==> config.mk <==
export PLATFORM = sky130hd
export DESIGN_NAME = lssc_clip
export DESIGN_NICKNAME = d
export VERILOG_FILES = /design/src/hdl/lssc_pkg.sv /design/src/hdl/lssc_clip.sv
export SDC_FILE = /design/constraint.sdc
export NUM_CORES = 1
export LEC_CHECK = 0
export ABC_AREA = 1
export BUFFER_PORTS_ARGS = -buffer_cell sky130_fd_sc_hd__buf_2
export CAP_MARGIN = 20
export CORE_ASPECT_RATIO = 0.8
export CORE_MARGIN = 4
export CORE_UTILIZATION = 32
export CTS_BUF_LIST = sky130_fd_sc_hd__clkbuf_8
export CTS_CLUSTER_SIZE = 40
export DETAILED_ROUTE_END_ITERATION = 10
export PLACE_DENSITY = 0.55
export SLEW_MARGIN = 20
export SYNTH_ARGS = -nofsm -noshare
export SYNTH_HDL_FRONTEND = slang
export SYNTH_SLANG_ARGS = --single-unit
==> constraint.sdc <==
create_clock -name aclk -period 5.07 [get_ports aclk]
set_input_delay 1.014 -clock aclk [delete_from_list [all_inputs] [get_ports aclk]]
set_output_delay 1.014 -clock aclk [all_outputs]
set_load 0.02 [all_outputs]
==> src/hdl/lssc_pkg.sv <==
package lssc_pkg;

    localparam int COORD_BITS = 16;
    localparam int FRAC_BITS  = 16;
    localparam int CFG_BITS   = 15;
    localparam int SLOPE_BITS = 32;
    // y*2^F - n and friends
    localparam int NUM_BITS   = COORD_BITS + FRAC_BITS + 2;
    localparam int MAG_BITS   = NUM_BITS - 1;
    // m*x + n, one bit of headroom over the product
    localparam int PROD_BITS  = SLOPE_BITS + COORD_BITS + 1;
    // one quotient bit per divider stage
    localparam int DIV_STEPS  = COORD_BITS;
    localparam int DIV_LAT    = DIV_STEPS + 3;

    typedef logic signed [COORD_BITS-1:0] coord_t;

    localparam coord_t C_MAX = {1'b0, {(COORD_BITS-1){1'b1}}};
    localparam coord_t C_MIN = {1'b1, {(COORD_BITS-1){1'b0}}};
    localparam logic [PROD_BITS-1:0] POS_LIM = PROD_BITS'(2**(COORD_BITS-1) - 1);
    localparam logic [PROD_BITS-1:0] NEG_LIM = PROD_BITS'(2**(COORD_BITS-1));

    typedef enum logic [1:0] {
        REQ_BOTH   = 2'd0,
        REQ_X_ONLY = 2'd1,
        REQ_Y_ONLY = 2'd2
    } req_t;

    typedef enum logic {
        REG_WIDTH  = 1'b0,
        REG_HEIGHT = 1'b1
    } reg_idx_t;

    typedef struct packed {
        logic neg;
        logic num_neg;
        logic num_zero;
        logic den_zero;
        logic ovf;
        logic rnd;
    } div_ctl_t;

    typedef struct packed {
        coord_t xa;
        coord_t xb;
        coord_t ya;
        coord_t yb;
        coord_t y_left;
        coord_t y_right;
        coord_t x_top;
        coord_t x_bot;
    } clip_in_t;

    typedef struct packed {
        logic   rejected;
        coord_t xa;
        coord_t xb;
        coord_t ya;
        coord_t yb;
    } clip_out_t;

    // sign and magnitude to a saturated coordinate
    function automatic coord_t sat_mag(input logic neg, input logic [PROD_BITS-1:0] mag);
        logic [PROD_BITS-1:0] neg_mag;
        coord_t res;
        neg_mag = -mag;
        if (neg) begin
            if (mag > NEG_LIM) res = C_MIN;
            else res = neg_mag[COORD_BITS-1:0];
        end else begin
            if (mag > POS_LIM) res = C_MAX;
            else res = mag[COORD_BITS-1:0];
        end
        return res;
    endfunction

endpackage

==> src/hdl/lssc_clip.sv <==
module lssc_clip
    import lssc_pkg::*;
(
    input  logic      aclk,
    input  logic      en,
    input  coord_t    wr,
    input  coord_t    ht,
    input  clip_in_t  cin,
    output clip_out_t cout
);

    coord_t xa1_reg, xb1_reg, ya1_reg, yb1_reg, y_right1_reg, x_bot1_reg;
    logic   rej1_reg;
    coord_t xa1_next, xb1_next, ya1_next, yb1_next;
    logic   rej1_next;
    clip_out_t out_reg, out_next;

    // left, then top
    always_comb begin
        xa1_next  = cin.xa;
        xb1_next  = cin.xb;
        ya1_next  = cin.ya;
        yb1_next  = cin.yb;
        rej1_next = 1'b0;
        if (xa1_next < coord_t'(0) && xb1_next < coord_t'(0)) begin
            rej1_next = 1'b1;
        end else if (xa1_next < coord_t'(0)) begin
            xa1_next = '0;
            ya1_next = cin.y_left;
        end else if (xb1_next < coord_t'(0)) begin
            xb1_next = '0;
            yb1_next = cin.y_left;
        end
        if (!rej1_next) begin
            if (ya1_next > ht && yb1_next > ht) begin
                rej1_next = 1'b1;
            end else if (ya1_next > ht) begin
                ya1_next = ht;
                xa1_next = cin.x_top;
            end else if (yb1_next > ht) begin
                yb1_next = ht;
                xb1_next = cin.x_top;
            end
        end
    end

    always_ff @(posedge aclk) begin
        if (en) begin
            xa1_reg      <= xa1_next;
            xb1_reg      <= xb1_next;
            ya1_reg      <= ya1_next;
            yb1_reg      <= yb1_next;
            rej1_reg     <= rej1_next;
            y_right1_reg <= cin.y_right;
            x_bot1_reg   <= cin.x_bot;
        end
    end

    // right, then bottom
    always_comb begin
        out_next.xa       = xa1_reg;
        out_next.xb       = xb1_reg;
        out_next.ya       = ya1_reg;
        out_next.yb       = yb1_reg;
        out_next.rejected = rej1_reg;
        if (!out_next.rejected) begin
            if (out_next.xa > wr && out_next.xb > wr) begin
                out_next.rejected = 1'b1;
            end else if (out_next.xa > wr) begin
                out_next.xa = wr;
                out_next.ya = y_right1_reg;
            end else if (out_next.xb > wr) begin
                out_next.xb = wr;
                out_next.yb = y_right1_reg;
            end
        end
        if (!out_next.rejected) begin
            if (out_next.ya < coord_t'(0) && out_next.yb < coord_t'(0)) begin
                out_next.rejected = 1'b1;
            end else if (out_next.ya < coord_t'(0)) begin
                out_next.ya = '0;
                out_next.xa = x_bot1_reg;
            end else if (out_next.yb < coord_t'(0)) begin
                out_next.yb = '0;
                out_next.xb = x_bot1_reg;
            end
        end
        if (out_next.rejected) begin
            out_next.xa = '0;
            out_next.xb = '0;
            out_next.ya = '0;
            out_next.yb = '0;
        end
    end

    always_ff @(posedge aclk) begin
        if (en) begin
            out_reg <= out_next;
        end
    end

    assign cout = out_reg;

endmodule

==> impl_metrics.tcl <==
set metrics [dict create \
    status "finished clean" \
    ys_seq_area_share_pct 52.6 \
    grt_max_degree 85 \
    min_to "cout[5]" \
    port-buffer-count 226 \
    worstPathRequired_ns 5.26 \
    fin_area_mm2 0.0112 \
    synth_area_leaders "edfxtp_1 (53%), nand2_1 (11%), ha_1 (8.7%), o21ai_0 (6.6%), inv_1 (4.3%)" \
    fin_util_pct 39.2 \
    num-nets-final 1472 \
    routed_wl_um 27700 \
    track_usage_pct 17.1 \
    cts_made_buffers 17 \
    cp-start-kind "primary input" \
    gr-total-overflow 0 \
    yosysTopAreaCell "edfxtp_1" \
    drc 0 \
    synth-simple-area-share_pct 21.3 \
    p_leak_uw 0.00532 \
    h-tree-depth 4 \
    post_cts_buffers 0 \
    synth-compound-area-share_pct 10.3 \
    die_area_mm2 0.0317 \
    cts.clk_slew.worst_paths_ns 0.10 \
    cts.sinks 162 \
    grt_first_pass_wirelength_um 42300 \
    pin_count 227 \
    grt_pass1_vias 7367 \
    synth_fa_ha_area_share_pct 8.65 \
    rows 55 \
    r2r_setup_slack_ns 1.45 \
    viasPerCell 4.78 \
    rr_endpoint "cout[41]" \
    setup_viol 0 \
    finalHoldViolations 0 \
    min_period_ns 4.28 \
    cts-root-buf "clkbuf_8" \
    ys_ff_latch 162 \
    ys_types 35 \
    cap_violations 0 \
    hold_depth 2 \
    critPathSlowestCell "or2_2" \
    ff2ff_path_depth 14 \
    path_class "primary input to flop" \
    largest_reg_flops 65 \
    clk_latency_ns 0.48 \
    power_uw 3880 \
    rsz0062_at_grt "no" \
    path_max_fanout 42 \
    drive_above_1_share_pct 22.9 \
    fp.dieW_um 198 \
    hold_buffers 0 \
    fmax_mhz 234 \
    synth_top_family_by_area "simple AND/OR/NAND/NOR gates" \
    die_h_um 160 \
    synth_xor_area_share_pct 0 \
    syn_area_per_cell_um2 8.94 \
    max-slew-margin-rel_pct 46.5 \
    crit_path_max_incr_delay_ns 0.66 \
    hpwl_um 21500 \
    drt-wirelength-per-cell_um 17.0 \
    worstSetupEndpointType "flop" \
    r2r_start "xb1_reg[7]" \
    ant_nets 0 \
    arrival_ns 4.46 \
    yosys_warnings 0 \
    drtIter0Drc 662 \
    fin_skew_ns 0.0300 \
    netlist_instances 1035 \
    antenna_found_initial 2 \
    tns_ns 0 \
    dr.pass1.iters 6 \
    muxShareOfSynthArea_pct 0.324 \
    netlist_area_mm2 0.00926 \
    yosysTopAreaCellShare_pct 52.6 \
    hp-start "yb1_reg[5]" \
    slew_violations 0 \
    syn2layout_area_growth_pct 20.5 \
    power_density_mw_per_mm2 348 \
    hold_path.class "flop to flop" \
    period_share_pct 84.3 \
    cts_resized 0 \
    cts_tree "built" \
    clk_path_buf_depth 2 \
    core_mm2 0.0284 \
    vdd_ir_drop_max_mv 0.161 \
    tightest_slew_ns 0.802 \
    via_count 7798 \
    postPlaceCellArea_mm2 0.0107 \
    gp_congestion 0.894 \
    initial_core_util_pct 32.6 \
    path_cells "buf_2, inv_1, or2_2, o21ai_0, ha_1, nand2_1, nor4_1, o21ai_1, nand3_1, nand3_1, nand3b_1, buf_4, o21ai_0" \
]
==> Yosys cell counts <==
| library cell | count |
|---|---|
| nor2_1 | 87 |
| o21a_1 | 1 |
| or2_2 | 1 |
| inv_2 | 1 |
| nor3_1 | 5 |
| nand3_2 | 2 |
| buf_4 | 4 |
| conb_1 | 1 |
| ha_1 | 64 |
| buf_1 | 2 |
| buf_2 | 14 |
| nand4_1 | 20 |
| nor4_1 | 1 |
| nand3_1 | 57 |
| clkbuf_1 | 26 |
| clkinv_1 | 1 |
| o31ai_1 | 1 |
| o21ai_0 | 122 |
| nor2_2 | 1 |
| a21oi_1 | 56 |
| a21o_1 | 2 |
| edfxtp_1 | 162 |
| a31oi_1 | 2 |
| inv_1 | 107 |
| a211oi_1 | 1 |
| nand2_1 | 274 |
| nand2_4 | 1 |
| nand3b_1 | 1 |
| mux2i_1 | 3 |
| buf_6 | 1 |
| nor3_2 | 1 |
| nand2_2 | 3 |
| nor2_4 | 4 |
| nand3_4 | 3 |
| o21ai_1 | 3 |
==> cells in the final DEF, fill, tap and decap left out, drive strengths merged, types with 8 or more instances in the layout <==
cell type / Yosys / layout
o21ai: 125 / 125
nand2: 278 / 278
edfxtp: 162 / 162
a21oi: 56 / 56
nor2: 92 / 92
nand4: 20 / 20
ha: 64 / 64
inv: 108 / 116
clkbuf: 26 / 17
clkinv: 1 / 8
nand3: 62 / 62
buf: 21 / 238
==> critical path: cells and delay by family <==
family                   cells  cell delay, ns
AND/OR/NAND/NOR              6            1.62
AO/OA/AOI/OAI                3            0.94
buffers and inverters        3            0.52
adder cells (fa/ha/maj)      1            0.35
==> where the power goes <==
part | total, uW | switching (uW) | internal [uW]
logic | 1130 | 770 | 358
clock network | 969 | 588 | 381
registers | 1780 | 89.2 | 1690
==> logic make-up (layout without fill, tap and decap cells) <==
kind of cell,Yosys count,after routing
adders and majority gates,64,64
muxes,3,3
and+or+nand+nor,461,461
AOI/OAI and AO/OA,188,188
DFF,162,162
other,1,3
buffers and inverters,156,379
==> cell type report <==
type / instances / area [um2]
fillers: 2882 / 17300
flip-flops and latches: 162 / 4860
multi-input cells: 718 / 3770
repair buffers: 238 / 1230
well taps: 370 / 463
inverters: 109 / 409
clock buffers: 17 / 234
clock inverters: 15 / 180
diodes: 1 / 2.50
==> metal layers <==
| layer | track usage, % | routed length, um |
|---|---|---|
| met5 | 0 | 7 |
| met4 | 3.97 | 361 |
| met3 | 3.04 | 1630 |
| met2 | 23.3 | 11100 |
| met1 | 27.8 | 14600 |
==> through the flow <==
stage	worst slack [ns]	hold slack, ns	cells
after floorplan	1.26	0.536	1036
after global placement	0.383	0.570	1597
after detailed placement	0.382	0.587	1597
after CTS	0.871	0.615	1629
after global routing	0.512	0.648	1630
final	0.795	0.611	1630
==> worst max path at each step <==
stage,from,endpoint,slack [ns],cells past startpoint
after floorplan,cin[111],xb1_reg[10],1.26,17
after global placement,cin[111],yb1_reg[15],0.38,13
after detailed placement,cin[111],yb1_reg[15],0.38,13
after CTS,cin[111],yb1_reg[15],0.87,13
after global routing,cin[111],yb1_reg[15],0.51,13
final,cin[111],yb1_reg[15],0.79,13
Note: power is estimated with default switching activity, not from simulation.
