<file path="src/hdl/lssc_pkg.sv">
package lssc_pkg;

    localparam int COORD_BITS = 16;
    localparam int FRAC_BITS  = 16;
    localparam int CFG_BITS   = 15;
    localparam int SLOPE_BITS = 32;
    // y*2^F - n and friends
    localparam int NUM_BITS   = COORD_BITS + FRAC_BITS + 2;
    localparam int MAG_BITS   = NUM_BITS - 1;
    // m*x + n, one bit of headroom over the product
    localparam int PROD_BITS  = SLOPE_BITS + COORD_BITS + 1;
    // one quotient bit per divider stage
    localparam int DIV_STEPS  = COORD_BITS;
    localparam int DIV_LAT    = DIV_STEPS + 3;

    typedef logic signed [COORD_BITS-1:0] coord_t;

    localparam coord_t C_MAX = {1'b0, {(COORD_BITS-1){1'b1}}};
    localparam coord_t C_MIN = {1'b1, {(COORD_BITS-1){1'b0}}};
    localparam logic [PROD_BITS-1:0] POS_LIM = PROD_BITS'(2**(COORD_BITS-1) - 1);
    localparam logic [PROD_BITS-1:0] NEG_LIM = PROD_BITS'(2**(COORD_BITS-1));

    typedef enum logic [1:0] {
        REQ_BOTH   = 2'd0,
        REQ_X_ONLY = 2'd1,
        REQ_Y_ONLY = 2'd2
    } req_t;

    typedef enum logic {
        REG_WIDTH  = 1'b0,
        REG_HEIGHT = 1'b1
    } reg_idx_t;

    typedef struct packed {
        logic neg;
        logic num_neg;
        logic num_zero;
        logic den_zero;
        logic ovf;
        logic rnd;
    } div_ctl_t;

    typedef struct packed {
        coord_t xa;
        coord_t xb;
        coord_t ya;
        coord_t yb;
        coord_t y_left;
        coord_t y_right;
        coord_t x_top;
        coord_t x_bot;
    } clip_in_t;

    typedef struct packed {
        logic   rejected;
        coord_t xa;
        coord_t xb;
        coord_t ya;
        coord_t yb;
    } clip_out_t;

    // sign and magnitude to a saturated coordinate
    function automatic coord_t sat_mag(input logic neg, input logic [PROD_BITS-1:0] mag);
        logic [PROD_BITS-1:0] neg_mag;
        coord_t res;
        neg_mag = -mag;
        if (neg) begin
            if (mag > NEG_LIM) res = C_MIN;
            else res = neg_mag[COORD_BITS-1:0];
        end else begin
            if (mag > POS_LIM) res = C_MAX;
            else res = mag[COORD_BITS-1:0];
        end
        return res;
    endfunction

endpackage

</file>
<file path="src/hdl/lssc_div.sv">
module lssc_div
    import lssc_pkg::*;
(
    input  logic                         aclk,
    input  logic                         en,
    input  logic                         rnd,
    input  logic signed [NUM_BITS-1:0]   num,
    input  logic signed [SLOPE_BITS-1:0] den,
    output coord_t                       quo
);

    localparam int SH_BITS = SLOPE_BITS + DIV_STEPS;

    logic [MAG_BITS-1:0]   an_reg;
    logic [SLOPE_BITS-1:0] ad_reg;
    div_ctl_t              ctl_reg;
    div_ctl_t              ctl0_next;

    logic [MAG_BITS-1:0]   rem_reg [0:DIV_STEPS];
    logic [DIV_STEPS-1:0]  quo_reg [0:DIV_STEPS];
    logic [SLOPE_BITS-1:0] den_reg [0:DIV_STEPS];
    div_ctl_t              cs_reg  [0:DIV_STEPS];

    coord_t                quo_reg_out;
    coord_t                quo_next;

    // absolute values and signs
    always_ff @(posedge aclk) begin
        if (en) begin
            an_reg           <= num[NUM_BITS-1] ? MAG_BITS'(-num) : MAG_BITS'(num);
            ad_reg           <= den[SLOPE_BITS-1] ? SLOPE_BITS'(-den) : SLOPE_BITS'(den);
            ctl_reg.neg      <= num[NUM_BITS-1] ^ den[SLOPE_BITS-1];
            ctl_reg.num_neg  <= num[NUM_BITS-1];
            ctl_reg.num_zero <= (num == '0);
            ctl_reg.den_zero <= (den == '0);
            ctl_reg.ovf      <= 1'b0;
            ctl_reg.rnd      <= rnd;
        end
    end

    // quotient too large for the coordinate range
    always_comb begin
        ctl0_next     = ctl_reg;
        ctl0_next.ovf = {{(SH_BITS-MAG_BITS){1'b0}}, an_reg} >=
                        {ad_reg, {DIV_STEPS{1'b0}}};
    end

    always_ff @(posedge aclk) begin
        if (en) begin
            rem_reg[0] <= an_reg;
            quo_reg[0] <= '0;
            den_reg[0] <= ad_reg;
            cs_reg[0]  <= ctl0_next;
        end
    end

    // restoring steps, MSB first
    for (genvar k = 0; k < DIV_STEPS; k++) begin : g_step
        localparam int BIT = DIV_STEPS - 1 - k;
        logic [SH_BITS-1:0] trial;
        logic [SH_BITS-1:0] rem_ext;
        logic               take;

        assign trial   = {{DIV_STEPS{1'b0}}, den_reg[k]} << BIT;
        assign rem_ext = SH_BITS'(rem_reg[k]);
        assign take    = rem_ext >= trial;

        always_ff @(posedge aclk) begin
            if (en) begin
                rem_reg[k+1] <= take ? MAG_BITS'(rem_ext - trial) : rem_reg[k];
                quo_reg[k+1] <= {quo_reg[k][DIV_STEPS-2:0], take};
                den_reg[k+1] <= den_reg[k];
                cs_reg[k+1]  <= cs_reg[k];
            end
        end
    end

    // rounding, sign and saturation
    always_comb begin
        logic [MAG_BITS:0]    rem2;
        logic                 up;
        logic [PROD_BITS-1:0] mag;
        div_ctl_t             c;
        c    = cs_reg[DIV_STEPS];
        rem2 = {rem_reg[DIV_STEPS], 1'b0};
        up   = c.rnd && (rem2 >= (MAG_BITS+1)'(den_reg[DIV_STEPS]));
        mag  = PROD_BITS'(quo_reg[DIV_STEPS]) + PROD_BITS'(up);
        if (c.den_zero) begin
            if (c.num_zero) quo_next = '0;
            else quo_next = c.num_neg ? C_MIN : C_MAX;
        end else if (c.ovf) begin
            quo_next = c.neg ? C_MIN : C_MAX;
        end else begin
            quo_next = sat_mag(c.neg, mag);
        end
    end

    always_ff @(posedge aclk) begin
        if (en) begin
            quo_reg_out <= quo_next;
        end
    end

    assign quo = quo_reg_out;

endmodule

</file>
<file path="config.mk">
export PLATFORM = sky130hd
export DESIGN_NAME = lssc_div
export DESIGN_NICKNAME = d
export VERILOG_FILES = /design/src/hdl/lssc_pkg.sv /design/src/hdl/lssc_div.sv
export SDC_FILE = /design/constraint.sdc
export NUM_CORES = 2
export LEC_CHECK = 0
export BUFFER_PORTS_ARGS = -buffer_cell sky130_fd_sc_hd__buf_2
export CAP_MARGIN = 20
export CORE_AREA = 5 5 331 414
export CTS_CLUSTER_SIZE = 25
export DETAILED_ROUTE_END_ITERATION = 16
export DIE_AREA = 0 0 336 419
export GPL_ROUTABILITY_DRIVEN = 0
export PLACE_DENSITY = 0.75
export SETUP_SLACK_MARGIN = 0.5
export SLEW_MARGIN = 20
export SYNTH_ARGS = -nofsm -noshare
export SYNTH_HDL_FRONTEND = slang
export SYNTH_SLANG_ARGS = --single-unit
</file>
<file path="constraint.sdc">
create_clock -name aclk -period 5.05 [get_ports aclk]
set_input_delay 0.7575 -clock aclk [delete_from_list [all_inputs] [get_ports aclk]]
set_output_delay 0.7575 -clock aclk [all_outputs]
set_load 0.01 [all_outputs]
</file>
==> run_results.csv <==
group,metric,value,unit
run_status,outcome,"finished clean",
detailed_routing,drtIter0Drc,2480,
floorplanning,start_util,54.6,%
floorplanning,io_pins,85,
synthesis,seq_area_frac_synth,59.2,%
floorplanning,die_x,336,um
sta,rsz0062_at_grt,"yes",
clock_network,ctsLongestPathBuffers,3,
global_route,grt-ovfl-total,0,
worst_setup_path,slowest_stage,"or3_4",
sta,hold_violations,0,
clock_network,cts_buffers,142,
sta,fin_skew,0.0473,ns
clock_network,root_buffer,"clkbuf_16",
synthesis,synth_edf_count,1429,
hold_path,hold_path.class,"in -> reg",
sta,tightest_slew,1.05,ns
global_route,grt_pass1_wl,241000,um
synthesis,syn_nets,6405,
placed_design,dp_hpwl,115000,um
detailed_routing,routed_wl,154000,um
sta,drv_slew,0,
detailed_routing,via_per_inst,5.79,
synthesis,ys_seq_elements,1429,
pwr,p_int,22.0,mW
synthesis,yosys_most_used_dff,"edfxtp_1",
worst_setup_path,cp_num_buf_inv,2,
detailed_routing,drc_errors,0,
placed_design,port_buffers,84,
pwr,switching_share,26.3,%
clock_network,clk_pin_slew_worst_paths,0.06,ns
worst_setup_path,worstPathArrival,5.30,ns
worst_setup_path,crit_required,5.57,ns
finish,post-route-util,60.8,%
sta,layout_min_cycle_time,4.77,ns
finish,fin_nets,6649,
detailed_routing,dr.pass1.iters,8,
worst_setup_path,cp_slowest_stage_delay,0.45,ns
floorplanning,core,133000,um2
finish,largest_reg_flops,561,
synthesis,synth_top_area_share,59.2,%
global_route,grt_pass1_vias,47900,
floorplanning,die_h,419,um
synthesis,syn-mean-instance-area,12.4,um2
pwr,pwr-share-seq,49.0,%
clock_network,h-tree-depth,4,
global_route,grt_antenna_before_repair,0,
pwr,p_comb_share,15.9,%
worst_setup_path,cp-end-kind,"register",
global_route,grt_max_degree,170,
clock_network,cts_tree,"done",
worst_setup_path,path_cells,"ha_4 > nand4_1 > a21oi_2 > a211oi_2 > buf_4 > o21a_1 > o21a_1 > nor2_2 > a211oi_2 > o21ai_2 > a21oi_2 > o21ai_2 > ha_4 > ha_4 > nand2_8 > or3_4 > nand3_2 > o21a_1 > o41ai_4 > a21oi_2 > a311o_1 > nor2_1 > buf_4 > a221o_1",
floorplanning,dieArea,141000,um2
pwr,clkPwrFrac,35.1,%
clock_network,insertion_delay,0.79,ns
sta,relSlewSlack,29.4,%
pwr,power_leakage,32.3,nW
clock_network,clock_sinks,1429,
detailed_routing,ant_nets,0,
finish,area_delta_synth_final,11.4,%
synthesis,async_flop_share,0,%
placed_design,pre_cts_ws,-0.588,ns
sta,fmaxAchievable,210,MHz
sta,finalCritPeriodShare,94.5,%
sta,setup_ws,0.277,ns
sta,setup_violations,0,
pwr,p_switching,7.84,mW
detailed_routing,vias,46100,
worst_setup_path,start_kind,"register",
synthesis,synth_warnings,0,
synthesis,syn-cell-area,72500,um2
detailed_routing,wire_per_inst,19.4,um
pwr,ir_drop,269,uV
synthesis,synth_most_common_cell,"edfxtp_1",
synthesis,yosysUniqueCellTypes,94,
synthesis,synth_area_leaders,"edfxtp_1 (59%), ha_1 (8.0%), inv_1 (3.1%)",
synthesis,yosys.area.top_type,"edfxtp_1",
worst_setup_path,crit_type,"reg -> reg",
synthesis,syn_inst,5859,
synthesis,yosys-top-cells-count,"edfxtp_1 (1429), inv_1 (596), ha_1 (461), nand2_1 (399), o21ai_0 (379)",
run,drv_cap,0,
worst_setup_path,cpLargestDelayFamily,"compound AO/OA/AOI/OAI gates",
floorplanning,num_rows,150,
finish,drive_gt1_share,10.9,%
global_route,grt.total_usage,21.7,%
finish,fillers,10100,
worst_setup_path,crit_fanout,6,
pwr,power.density,369,nW/um2
stage by stage:
stage | cell area, um2 | cells | hold WS [ns] | TNS (ns) | power, mW
after detailed placement | 75700 | 7693 | 0.405 | -8.24 | 19.4
after CTS | 80600 | 7952 | 0.104 | 0 | 29.9
after global routing | 80800 | 7959 | 0.121 | 0 | 31.1
after global placement | 75700 | 7693 | 0.400 | -6.30 | 19.2
final | 80800 | 7961 | 0.160 | 0 | 29.8
after floorplan | 72500 | 5859 | 0.400 | 0 | 17.9
power groups by stage:
stage	logic (mW)	clock network (mW)	registers (mW)
6_report	4.75	10.4	14.6
3_3_place_gp	4.46	0	14.8
2_1_floorplan	3.28	0	14.6
4_1_cts	4.70	10.6	14.6
3_5_place_dp	4.62	0	14.8
5_1_grt	5.25	11.1	14.7
worst register-to-register path, cell delays in order, from the launching register on:
cell      delay (ns)
edfxtp_1        0.42
ha_4            0.29
nand4_1         0.13
a21oi_2         0.18
a211oi_2        0.05
buf_4           0.13
o21a_1          0.18
o21a_1          0.18
nor2_2          0.09
a211oi_2        0.05
o21ai_2         0.24
a21oi_2         0.11
o21ai_2         0.26
ha_4            0.20
ha_4            0.17
nand2_8         0.07
or3_4           0.45
nand3_2         0.08
o21a_1          0.19
o41ai_4         0.08
a21oi_2         0.16
a311o_1         0.23
nor2_1          0.07
buf_4           0.16
a221o_1         0.34
final cells by class:
cell class / instances / area [um2] / area share [%]
Tap cell: 1748 / 2190 / 2.71
Clock inverter: 82 / 985 / 1.22
Multi-Input combinational cell: 3726 / 27300 / 33.8
Inverter: 597 / 2240 / 2.77
Antenna cell: 2 / 5.00 / 0.00620
Sequential cell: 1429 / 42900 / 53.1
Timing Repair Buffer: 207 / 1510 / 1.87
Clock buffer: 170 / 3660 / 4.53
cells by family after synthesis:
logic type      Yosys count  share of synthesized area [%]
compound gates         1359                           11.9
xor+xnor                405                           4.89
fa+ha+maj               477                           8.39
buf+inv                 704                           3.75
flops                  1429                           59.2
mux                     205                           3.18
simple gates           1280                           8.74
path summary, 6_finish.rpt:
kind            startpoint       endpoint  slack [ns]  cells past startpoint
max          rem_reg[4][4]        quo[14]        0.28                     24
min                    rnd   ctl0_next[0]        0.16                      1
max reg2reg  rem_reg[4][4]        quo[14]        0.28                     24
min reg2reg  quo_reg[4][1]  quo_reg[5][2]        0.40                      0
cell usage in the layout, fill, tap and decap left out, types with 15 or more instances in the layout:
cell type,instances
xor2_1,152
a21boi_0,31
nand4b_1,15
clkinv_1,26
mux2_2,154
or3_1,26
ha_1,457
nand2b_1,61
o21a_1,60
buf_2,83
mux2i_1,28
nor2b_1,63
fa_1,16
a31oi_1,35
a211oi_1,35
nand2_1,395
clkinv_2,25
nand3_1,75
edfxtp_1,1429
o31a_1,16
nor2_1,265
clkbuf_16,142
or2_2,22
buf_4,107
and4_1,15
a21o_1,180
o211ai_1,18
a21oi_1,345
nor3_1,71
inv_1,596
o31ai_1,61
nand4_1,72
clkbuf_1,28
and3_1,32
xnor2_1,250
o21bai_1,40
o21ai_0,365
nor4_1,73
repair_timing:
item	in CTS	in global routing
setup buffers	7	7
gates resized for setup	56	27
hold buffers	0	0
endpoints found under the setup margin	16	50
pin swaps	31	23
layer usage:
layer / wire [um] / track usage [%]
met1: 48200 / 18.5
met2: 87000 / 43.7
met3: 4950 / 2.99
met4: 13900 / 17.4
met5: 0 / 0
Power figures use the tool's default switching activity.
